$ cat config.mk
export PLATFORM = sky130hd
export DESIGN_NAME = mebm_queue
export DESIGN_NICKNAME = d
export VERILOG_FILES = /design/src/hdl/mebm_queue.sv
export SDC_FILE = /design/constraint.sdc
export NUM_CORES = 1
export LEC_CHECK = 0
export BUFFER_PORTS_ARGS = -buffer_cell sky130_fd_sc_hd__buf_2
export CAP_MARGIN = 0
export CELL_PAD_IN_SITES_DETAIL_PLACEMENT = 0
export CELL_PAD_IN_SITES_GLOBAL_PLACEMENT = 1
export CORE_MARGIN = 5
export CORE_UTILIZATION = 43
export DETAILED_ROUTE_END_ITERATION = 8
export PLACE_DENSITY = 0.76
export SLEW_MARGIN = 15
export SYNTH_ARGS = -nofsm -noshare
export SYNTH_HDL_FRONTEND = slang
export SYNTH_SLANG_ARGS = --single-unit
$ cat constraint.sdc
create_clock -name clk -period 4.6 [get_ports clk]
set_input_delay 0.92 -clock clk [delete_from_list [all_inputs] [get_ports clk]]
set_output_delay 0.92 -clock clk [all_outputs]
set_load 0.02 [all_outputs]
$ cat src/hdl/mebm_queue.sv
`timescale 1ns / 1ps
`default_nettype none
module mebm_queue (
  input  wire logic       clk,
  input  wire logic       rst_n,
  input  wire logic       push,
  input  wire logic [7:0] push_data,
  output logic            full,
  input  wire logic       pop,
  output logic            nonempty,
  output logic [7:0]      head
);

  logic [7:0] mem_r [0:1];
  logic       wp_r, wp_nxt;
  logic       rp_r, rp_nxt;
  logic [1:0] cnt_r, cnt_nxt;

  assign full     = (cnt_r == 2'd2);
  assign nonempty = (cnt_r != 2'd0);
  assign head     = mem_r[rp_r];

  always_comb begin
    wp_nxt  = wp_r;
    rp_nxt  = rp_r;
    cnt_nxt = cnt_r;
    if (push && !full) begin
      wp_nxt = ~wp_r;
    end
    if (pop && nonempty) begin
      rp_nxt = ~rp_r;
    end
    if ((push && !full) && !(pop && nonempty)) begin
      cnt_nxt = cnt_r + 2'd1;
    end else if (!(push && !full) && (pop && nonempty)) begin
      cnt_nxt = cnt_r - 2'd1;
    end
  end

  always_ff @(posedge clk) begin
    if (!rst_n) begin
      wp_r  <= 1'b0;
      rp_r  <= 1'b0;
      cnt_r <= 2'd0;
    end else begin
      wp_r  <= wp_nxt;
      rp_r  <= rp_nxt;
      cnt_r <= cnt_nxt;
    end
  end

  always_ff @(posedge clk) begin
    if (push && !full) begin
      mem_r[wp_r] <= push_data;
    end
  end

endmodule
`default_nettype wire

==> impl_metrics.xml <==
<?xml version="1.0" encoding="UTF-8"?>
<metrics>
  <group name="detailed_routing">
    <metric name="ant_nets" unit="">0</metric>
    <metric name="drtPass1Iterations" unit="">4</metric>
    <metric name="drt_wl_total" unit="um">1210</metric>
    <metric name="routed_wire_length_per_instance" unit="um">12.1</metric>
    <metric name="routed_via_density" unit="">4.55</metric>
    <metric name="remaining_drc_errors" unit="">0</metric>
    <metric name="first_iter_violations" unit="">5</metric>
    <metric name="detailroute.via_count" unit="">455</metric>
  </group>
  <group name="sta">
    <metric name="maxSlewViolCount" unit="">0</metric>
    <metric name="period_share" unit="">0.500</metric>
    <metric name="max_slew_margin" unit="">0.510</metric>
    <metric name="grt_setup_unrepaired" unit="">no</metric>
    <metric name="setup_tns" unit="ps">0</metric>
    <metric name="hold_viol" unit="">0</metric>
    <metric name="finalHoldWorstSlack" unit="ps">513</metric>
    <metric name="max_freq" unit="MHz">435</metric>
    <metric name="setup_viol" unit="">0</metric>
    <metric name="skew" unit="ps">3.75</metric>
    <metric name="slew_at_the_pin_with_the_worst_max_slew_slack" unit="ps">731</metric>
    <metric name="period_needed" unit="ps">2300</metric>
  </group>
  <group name="synthesis">
    <metric name="synth_largest_type_area_fraction" unit="">0.596</metric>
    <metric name="yosysUniqueCellTypes" unit="">17</metric>
    <metric name="synth_seq_cells" unit="">21</metric>
    <metric name="netlist_top_cells_area" unit="">edfxtp_1 (60%), dfxtp_1 (12%), mux2_2 (11%)</metric>
    <metric name="netlist.top_cell.by_area" unit="">edfxtp_1</metric>
    <metric name="postSynthNetCount" unit="">64</metric>
    <metric name="post_synth_instance_area" unit="um2">806</metric>
    <metric name="syn_avg_cell_area" unit="um2">15.8</metric>
    <metric name="postSynthCellCount" unit="">51</metric>
    <metric name="yosys_warnings" unit="">0</metric>
    <metric name="ys_seq_area_frac" unit="">0.720</metric>
  </group>
  <group name="setup_path">
    <metric name="critPathArrivalTime" unit="ps">1380</metric>
    <metric name="cp_max_fo" unit="">8</metric>
    <metric name="startpoint_type" unit="">flop</metric>
    <metric name="cp-end-kind" unit="">primary output</metric>
    <metric name="required" unit="ps">3680</metric>
    <metric name="criticalPathCategory" unit="">flop to primary output</metric>
    <metric name="reg2reg_setup_slack" unit="ps">3000</metric>
  </group>
  <group name="clock_tree">
    <metric name="root_buffer" unit="">clkbuf_4</metric>
    <metric name="postCtsResizedCells" unit="">0</metric>
    <metric name="max-clock-path-buffers" unit="">2</metric>
    <metric name="numCtsBuffers" unit="">3</metric>
    <metric name="clock_latency" unit="ps">290</metric>
    <metric name="post_cts.repair.setup_buffers" unit="">0</metric>
    <metric name="cts.sink_count" unit="">21</metric>
    <metric name="cts_tree" unit="">yes</metric>
    <metric name="h-tree-depth" unit="">1</metric>
    <metric name="clk_pin_slew_worst_paths" unit="ps">110</metric>
    <metric name="ctsHoldBuffers" unit="">0</metric>
  </group>
  <group name="global_route">
    <metric name="grt_max_degree" unit="">12</metric>
    <metric name="gr-usage-all-layers" unit="">0.0998</metric>
    <metric name="grt_most_used_layer" unit="">met2</metric>
    <metric name="groute.layer.met3.usage" unit="">0.0254</metric>
    <metric name="use_met1" unit="">0.125</metric>
    <metric name="globalRoute.totalOverflow" unit="">0</metric>
    <metric name="number_of_global_route_vias_before_repair" unit="">484</metric>
    <metric name="grt_use_met2" unit="">0.157</metric>
    <metric name="grt_pass1_wl" unit="um">2010</metric>
    <metric name="antenna_found_initial" unit="">0</metric>
  </group>
  <group name="place">
    <metric name="place_congestion" unit="">0.685</metric>
    <metric name="dp.final_hpwl" unit="um">869</metric>
    <metric name="port_buffers" unit="">21</metric>
  </group>
  <group name="finish">
    <metric name="layout-area-overhead-vs-synth" unit="%">19.6</metric>
    <metric name="ratio_of_cells_with_drive_above_1_in_the_final_layout" unit="">0.453</metric>
    <metric name="n_antenna_cell" unit="">0</metric>
    <metric name="num-nets-final" unit="">89</metric>
  </group>
  <group name="power">
    <metric name="power_leakage" unit="nW">0.392</metric>
    <metric name="power_density" unit="nW/um2">550</metric>
    <metric name="vdd.ir_drop.worst" unit="mV">0.304</metric>
  </group>
  <group name="floorplanning">
    <metric name="fp.dieH" unit="um">53.3</metric>
    <metric name="placement_rows" unit="">15</metric>
    <metric name="dieArea" unit="um2">2840</metric>
    <metric name="ios" unit="">22</metric>
    <metric name="initial_core_util" unit="">0.462</metric>
    <metric name="die_width" unit="um">53.3</metric>
    <metric name="fp.coreArea" unit="um2">1750</metric>
  </group>
  <group name="status">
    <metric name="run_status" unit="">complete, no violations</metric>
  </group>
  <group name="hold_path">
    <metric name="min_path_type" unit="">flop to flop</metric>
  </group>
  <group name="job">
    <metric name="maxCapViolations" unit="">0</metric>
  </group>
</metrics>
==> logic make-up after synthesis <==
family                     share of synthesized area
adders and majority gates                     0.0155
buffers and inverters                         0.0202
DFF                                            0.721
xor gates and xnor gates                      0.0326
muxes                                          0.112
AOI/OAI and AO/OA                             0.0373
and+or+nand+nor                               0.0621
==> registers in the layout (all words and copies together), names as in the netlist, named ones only <==
name	cells
wp_r	1
rp_r	1
mem_r	16
cnt_r	2
==> layout by cell type, fill, tap and decap left out, drive strengths merged <==
cell type,n
a21oi,1
nand2b,1
nor2,4
o21ai,2
buf,21
dfxtp,5
or3,1
clkbuf,4
edfxtp,16
inv,3
mux2,8
o21a,1
nor3,1
xor2,3
ha,1
a21boi,1
or2,1
and3,1
==> per-stage QoR <==
step,total power [mW],area [um2],utilization,setup WS [ps],cells
6_report,0.530,963,0.552,2300,100
5_1_grt,0.563,963,0.552,2210,100
4_1_cts,0.534,963,0.552,2270,100
3_5_place_dp,0.450,937,0.537,2530,96
3_3_place_gp,0.449,937,0.537,2550,96
2_1_floorplan,0.399,806,-,2680,51
==> synth_stat cells <==
library cell	instances
edfxtp_1	16
mux2_2	8
dfxtp_1	5
nor2_1	4
inv_1	3
xor2_1	3
o21ai_0	2
a21boi_0	1
a21oi_1	1
and3_1	1
buf_2	1
ha_1	1
nand2b_1	1
nor3_2	1
o21a_1	1
or2_2	1
or3_1	1
==> where the power goes <==
part,internal (mW),leakage (nW),switching [mW]
Sequential,0.242,0.191,0.0233
Combinational,0.0776,0.187,0.102
Clock,0.0337,0.0150,0.0512
==> per-layer routing <==
layer  part of all wire  vias to the layer above
met5                  0                        -
met4                  0                        0
met3              0.058                        0
met2               0.46                       14
met1               0.48                      208
li1                   -                      233
==> path summary, 6_finish.rpt <==
path	endpoint	depth (start not counted)	startpoint
worst max-delay path	head[1]	2	flop
worst min-delay path	flop	2	rp_r$_SDFFE_PN0P_
worst max register to register	cnt_r[1]$_SDFFE_PN0P_	6	cnt_r[0]$_SDFFE_PN0P_
worst min register to register	flop	2	rp_r$_SDFFE_PN0P_
==> critical path: stages, from the launching register on <==
cell     delay [ps]
dfxtp_1         550
mux2_2          380
buf_2           160
==> area by class of cell <==
cell class	instances	area, um2
sequential	21	581
clock buffer	4	26.3
tap	25	31.3
fill	162	782
inverter	3	11.3
timing repair buffer	21	105
multi-input combinational	26	209
Note: power is estimated with default switching activity, not from simulation.
