===== src/hdl/mebm_pkg.sv =====
`timescale 1ns / 1ps
`default_nettype none
package mebm_pkg;

  localparam logic [15:0] TARGET_RESET = 16'd1024;

  typedef struct packed {
    logic [7:0]  key_byte;
    logic [62:0] time_seconds;
    logic [19:0] time_micro;
  } in_item_t;

  typedef struct packed {
    logic [7:0]  mixed_byte;
    logic [31:0] entropy_estimate;
    logic        target_reached;
  } out_item_t;

  typedef enum logic [1:0] {F_IDLE, F_MIX, F_PUSH} front_state_t;

  typedef enum logic [2:0] {
    B_CLEAR, B_IDLE, B_READ, B_UPD, B_LOG1, B_LOG2, B_OUT
  } back_state_t;

  typedef enum logic [1:0] {L_IDLE, L_NORM, L_SQ, L_DONE} log_state_t;

  // c*11 + c%13 + b, modulo 256; c/13 by reciprocal 79/1024 with one correction
  function automatic logic [7:0] mix_byte(input logic [7:0] c, input logic [7:0] b);
    logic [14:0] p;
    logic [4:0]  qd;
    logic [7:0]  r;
    logic [7:0]  m11;
    p   = {7'b0, c} * 15'd79;
    qd  = p[14:10];
    r   = c - ({3'b0, qd} * 8'd13);
    if (r >= 8'd13) begin
      r = r - 8'd13;
    end
    m11 = c * 8'd11;
    return m11 + r + b;
  endfunction

endpackage
`default_nettype wire


===== src/hdl/mebm_front.sv =====
`timescale 1ns / 1ps
`default_nettype none
module mebm_front
  import mebm_pkg::*;
#(
  parameter int TIME_BYTES = 16
) (
  input  wire logic     clk,
  input  wire logic     rst_n,
  input  wire logic     in_valid,
  output logic          in_stall,
  input  wire in_item_t in_data,
  output logic          push,
  output logic [7:0]    push_data,
  input  wire logic     q_full
);

  localparam int NB = (TIME_BYTES > 16) ? 16 : TIME_BYTES;

  front_state_t st_r, st_nxt;
  logic [127:0] seq_r, seq_nxt;
  logic [7:0]   c_r, c_nxt;
  logic [4:0]   j_r, j_nxt;

  assign in_stall  = (st_r != F_IDLE);
  assign push_data = c_r;

  always_comb begin
    st_nxt  = st_r;
    seq_nxt = seq_r;
    c_nxt   = c_r;
    j_nxt   = j_r;
    push    = 1'b0;
    case (st_r)
      F_IDLE: begin
        if (in_valid) begin
          // micro bytes follow the seconds bytes, upper bytes zero
          seq_nxt = {44'b0, in_data.time_micro, 1'b0, in_data.time_seconds};
          c_nxt   = in_data.key_byte;
          j_nxt   = '0;
          st_nxt  = F_MIX;
        end
      end
      F_MIX: begin
        c_nxt   = mix_byte(c_r, seq_r[7:0]);
        seq_nxt = {8'b0, seq_r[127:8]};
        j_nxt   = j_r + 5'd1;
        if (j_r == 5'(NB - 1)) begin
          st_nxt = F_PUSH;
        end
      end
      F_PUSH: begin
        if (!q_full) begin
          push   = 1'b1;
          st_nxt = F_IDLE;
        end
      end
      default: st_nxt = F_IDLE;
    endcase
  end

  always_ff @(posedge clk) begin
    if (!rst_n) begin
      st_r <= F_IDLE;
    end else begin
      st_r <= st_nxt;
    end
  end

  always_ff @(posedge clk) begin
    seq_r <= seq_nxt;
    c_r   <= c_nxt;
    j_r   <= j_nxt;
  end

endmodule
`default_nettype wire


===== config.mk =====
export PLATFORM = sky130hd
export DESIGN_NAME = mebm_front
export DESIGN_NICKNAME = d
export VERILOG_FILES = /design/src/hdl/mebm_pkg.sv /design/src/hdl/mebm_front.sv
export SDC_FILE = /design/constraint.sdc
export NUM_CORES = 1
export LEC_CHECK = 0
export BUFFER_PORTS_ARGS = -buffer_cell sky130_fd_sc_hd__buf_2
export CAP_MARGIN = 20
export CORE_MARGIN = 3
export CORE_UTILIZATION = 35
export CTS_BUF_LIST = sky130_fd_sc_hd__clkbuf_8
export CTS_CLUSTER_DIAMETER = 50
export CTS_CLUSTER_SIZE = 28
export DETAILED_ROUTE_END_ITERATION = 10
export PLACE_DENSITY = 0.56
export SYNTH_ARGS = -nofsm -noshare
export SYNTH_HDL_FRONTEND = slang
export SYNTH_SLANG_ARGS = --single-unit
export TNS_END_PERCENT = 20

===== constraint.sdc =====
create_clock -name clk -period 15.69 [get_ports clk]
set_clock_uncertainty 0.15 [all_clocks]
set_input_delay 3.138 -clock clk [delete_from_list [all_inputs] [get_ports clk]]
set_output_delay 3.138 -clock clk [all_outputs]
set_load 0.01 [all_outputs]

==> results_tabular.tex <==
\begin{tabular}{lr}
\hline
Metric & Value \\
\hline
\multicolumn{2}{l}{\textbf{Place}} \\
\quad Count of buffers inserted at the top-level ports & approximately 100 \\
\quad Post-detailed-placement cell area & roughly 7600 um\^{}2 \\
\quad Final Wtd Congestion & slightly below 0.8 \\
\quad DP Wirelength & between 10 and 15 mm \\
\multicolumn{2}{l}{\textbf{Logic synthesis}} \\
\quad Combinational family with the most area after synthesis & adder cells \\
\quad Share of the synthesized area in compound gates (AO/OA/AOI/OAI) & 0.04687 \\
\quad Fraction of synthesis flops using an asynchronous set or reset pin & 0 \\
\quad Adder-Cell Fraction of Synth Area & 0.2224 \\
\quad Number of flops mapped to enable cells by yosys & 97 \\
\quad Post-synthesis instance total & around 690 \\
\quad Share of synthesized cell area in and, or, nand and nor gates & 0.1856 \\
\quad Mean area per synthesized cell & between 9 and 10 um\^{}2 \\
\quad Portion of netlist area occupied by mux cells & 0.008087 \\
\quad Yosys reg bits & 99 \\
\quad Netlist area before placement & slightly below 7000 um\^{}2 \\
\quad Flip-flop cell with the highest count after synthesis & sky130\_fd\_sc\_hd\_\_edfxtp\_1 \\
\quad Parity-gate share of the synthesized area counting xor and xnor cells & 0.04760 \\
\quad Number of distinct library cells after synthesis & 42 \\
\quad Total nets after synthesis & between 800 and 900 \\
\quad Part of the Yosys area used for sequential elements & 0.4337 \\
\quad Warnings, synthesis & 0 \\
\multicolumn{2}{l}{\textbf{Clocking}} \\
\quad CTS root buf & sky130\_fd\_sc\_hd\_\_clkbuf\_8 \\
\quad TritonCTS clock tree & yes \\
\quad H-tree depth & 3 \\
\quad Number of sinks on the clock net & 99 \\
\quad Skew-Pair Late Insertion Delay & 0.37 ns \\
\quad TritonCTS buffer count & 9 \\
\quad Resized cells post-CTS & 0 \\
\quad Deepest clock path buffer count & 2 \\
\quad Setup Buffers After CTS & 0 \\
\quad Clock edge transition at the registers on the reported setup and hold paths & 0.10 ns \\
\quad Count of hold buffers inserted by post-cts repair & 0 \\
\multicolumn{2}{l}{\textbf{STA}} \\
\quad Endpoints failing hold & 0 \\
\quad Maximum clock frequency & between 0.09 and 0.1 GHz \\
\quad Final period util & 0.6930 \\
\quad Setup tns final & 0 ns \\
\quad Number of slew-limit violations in the final report & 0 \\
\quad Setup repair after global routing missed its margin & false \\
\quad Transition time at the pin with the least slew margin & between 0.9 and 1 ns \\
\quad Final Critical Period & 10.87 ns \\
\quad Max transition margin & 0.3565 \\
\quad Setup violations, final & 0 \\
\multicolumn{2}{l}{\textbf{Global routing}} \\
\quad Antenna violations before repair & 2 \\
\quad Met2 track utilization from global routing & 0.2335 \\
\quad Global-route layer with the greatest usage & met2 \\
\quad First-pass GRT wire length & $\sim$23 mm \\
\quad Number of global-route vias before repair & 4657 \\
\quad Total routing resource utilization after global routing & 0.1365 \\
\quad Maximum number of pins on one net before global-route repair & 101 \\
\quad Residual overflow from global routing & 0 \\
\quad Global routing met3 resource utilization & 0.03644 \\
\quad GR met1 Demand/Resource & 0.1748 \\
\multicolumn{2}{l}{\textbf{Setup path}} \\
\quad Critical path endpoint category & flop \\
\quad CP required & 15.66 ns \\
\quad Max stage delay on crit path & 0.60 ns \\
\quad Most prevalent standard cell on the critical path & sky130\_fd\_sc\_hd\_\_inv\_1 \\
\quad Kind of launch point of the worst setup path & flop \\
\quad Peak fanout along the critical path & 7 \\
\quad Worst setup path category & reg2reg \\
\quad Arrival time of data at the critical path endpoint & 10.85 ns \\
\quad Cell type of the slowest stage on the worst timing path & sky130\_fd\_sc\_hd\_\_fa\_1 \\
\multicolumn{2}{l}{\textbf{Floorplanning}} \\
\quad Number of top-level pins & approximately 110 \\
\quad Total number of placement rows & 50 \\
\quad Starting density of the core & 0.3603 \\
\quad Full die area & between 20000 and 25000 um\^{}2 \\
\quad Core area & roughly 19000 um\^{}2 \\
\quad Die span in y & 145.5 um \\
\quad Width of the die & approximately 150 um \\
\multicolumn{2}{l}{\textbf{Finish}} \\
\quad Layout net count & approximately 1000 \\
\quad Diode insertion count for antenna repair & 0 \\
\quad Final instance area & just under 8000 um\^{}2 \\
\quad Share of final-layout standard cells stronger than drive strength 1 & 0.1673 \\
\quad Area delta synth->final & 14.85\% \\
\multicolumn{2}{l}{\textbf{Drt}} \\
\quad DR WL/cell & 13.47 um \\
\quad Overall via count from detail\_route & about 4600 \\
\quad Iteration-0 DRC count of the detailed router & roughly 250 \\
\quad Number of remaining DRC errors & 0 \\
\quad Length of the first detailed-routing pass in iterations & 4 \\
\quad Number of nets with antenna violations after detailed routing & 0 \\
\quad Total wire length after detailed routing & between 10 and 15 mm \\
\quad Per-cell via count in the routed design & between 4 and 5 \\
\multicolumn{2}{l}{\textbf{Min path}} \\
\quad Hold Path Class & reg2reg \\
\multicolumn{2}{l}{\textbf{Run}} \\
\quad Max-capacitance violation count & 0 \\
\multicolumn{2}{l}{\textbf{Run status}} \\
\quad Run status & completed \\
\hline
\end{tabular}
through the flow:
step           hold WS (ns)  utilization  setup WS, ns  instances
5_1_grt              0.3859       0.4138         3.996       1049
3_5_place_dp         0.3430       0.4035         4.765       1032
3_3_place_gp         0.3373       0.4035         4.994       1032
4_1_cts              0.3642       0.4124         4.702       1048
2_1_floorplan        0.3336            -         5.530        685
6_report             0.3580       0.4138         4.817       1049
registers in the layout (all words and copies together) (netlist names):
| signal | cells |
|---|---|
| seq_r | 84 |
| push_data | 8 |
| j_r | 5 |
| st_r | 2 |
routing by layer:
metal / share of wire / vias up
met5: 0.0019 / -
met4: 0.014 / 4
met3: 0.041 / 19
met2: 0.50 / 74
met1: 0.45 / 2082
li1: - / 2415
placed cells by master (no fill, tap or decap), types with 3 or more instances in the layout:
| cell type | n |
|---|---|
| sky130_fd_sc_hd__a211oi_1 | 3 |
| sky130_fd_sc_hd__a21o_1 | 6 |
| sky130_fd_sc_hd__a21oi_1 | 10 |
| sky130_fd_sc_hd__and2_1 | 12 |
| sky130_fd_sc_hd__buf_2 | 104 |
| sky130_fd_sc_hd__buf_4 | 3 |
| sky130_fd_sc_hd__clkbuf_8 | 9 |
| sky130_fd_sc_hd__edfxtp_1 | 97 |
| sky130_fd_sc_hd__fa_1 | 35 |
| sky130_fd_sc_hd__ha_1 | 65 |
| sky130_fd_sc_hd__inv_1 | 82 |
| sky130_fd_sc_hd__mux2i_1 | 4 |
| sky130_fd_sc_hd__nand2_1 | 242 |
| sky130_fd_sc_hd__nor2_1 | 12 |
| sky130_fd_sc_hd__nor2b_1 | 4 |
| sky130_fd_sc_hd__nor3_1 | 3 |
| sky130_fd_sc_hd__nor3b_1 | 5 |
| sky130_fd_sc_hd__o21ai_0 | 13 |
| sky130_fd_sc_hd__o21bai_1 | 4 |
| sky130_fd_sc_hd__xnor2_1 | 26 |
| sky130_fd_sc_hd__xor2_1 | 11 |
critical path, delay by kind of cell (launching register included):
kind | cells | cell delay, ns
adders and majority gates | 13 | 5.27
AOI/OAI and AO/OA | 10 | 1.83
and+or+nand+nor | 3 | 1.02
xor gates and xnor gates | 4 | 0.76
buffers and inverters | 10 | 0.70
DFF | 1 | 0.55
muxes | 1 | 0.32
Yosys cell counts (all sizes together), types with 2 or more instances:
master / n / area [um^2]
nand2: 242 / 908.4
edfxtp: 97 / 2913
inv: 81 / 304.0
ha: 65 / 813.3
fa: 35 / 700.7
xnor2: 26 / 227.7
clkbuf: 20 / 75.07
nor2: 13 / 48.80
o21ai: 13 / 65.06
and2: 12 / 75.07
xor2: 11 / 96.34
a21oi: 10 / 50.05
a21o: 6 / 45.04
nor2b: 6 / 45.04
nor3b: 6 / 56.31
mux2i: 4 / 40.04
o21bai: 4 / 30.03
a211oi: 3 / 22.52
nand2b: 3 / 18.77
nor3: 3 / 15.01
and3: 2 / 12.51
dfxtp: 2 / 40.04
nand3: 2 / 10.01
nor4: 2 / 27.53
o211ai: 2 / 15.01
o21a: 2 / 15.01
area by class of cell:
| type | count | area, um^2 |
|---|---|---|
| fillers | 1897 | 11070 |
| inverters | 81 | 304.0 |
| repair buffers | 108 | 570.5 |
| clock buffers | 9 | 123.9 |
| clock inverters | 7 | 43.79 |
| well taps | 260 | 325.3 |
| flip-flops and latches | 99 | 2953 |
| multi-input cells | 485 | 3498 |
logic make-up after synthesis:
kind of cell,after synthesis
AND/OR/NAND/NOR,297
buffers and inverters,101
adder cells (fa/ha/maj),100
flip-flops,99
AO/OA/AOI/OAI,46
XOR/XNOR,37
multiplexers,5
worst paths after layout:
path                      from      endpoint  slack [ns]  cells past startpoint
setup / recovery  push_data[4]  push_data[7]        4.82                     41
hold / removal       seq_r[49]     seq_r[41]        0.36                      2
setup reg to reg  push_data[4]  push_data[7]        4.82                     41
hold reg to reg      seq_r[49]     seq_r[41]        0.36                      2
Power is left out: the tool's default activity adds up to more than one toggle a clock period on the data nets, which glitch-free logic cannot reach.
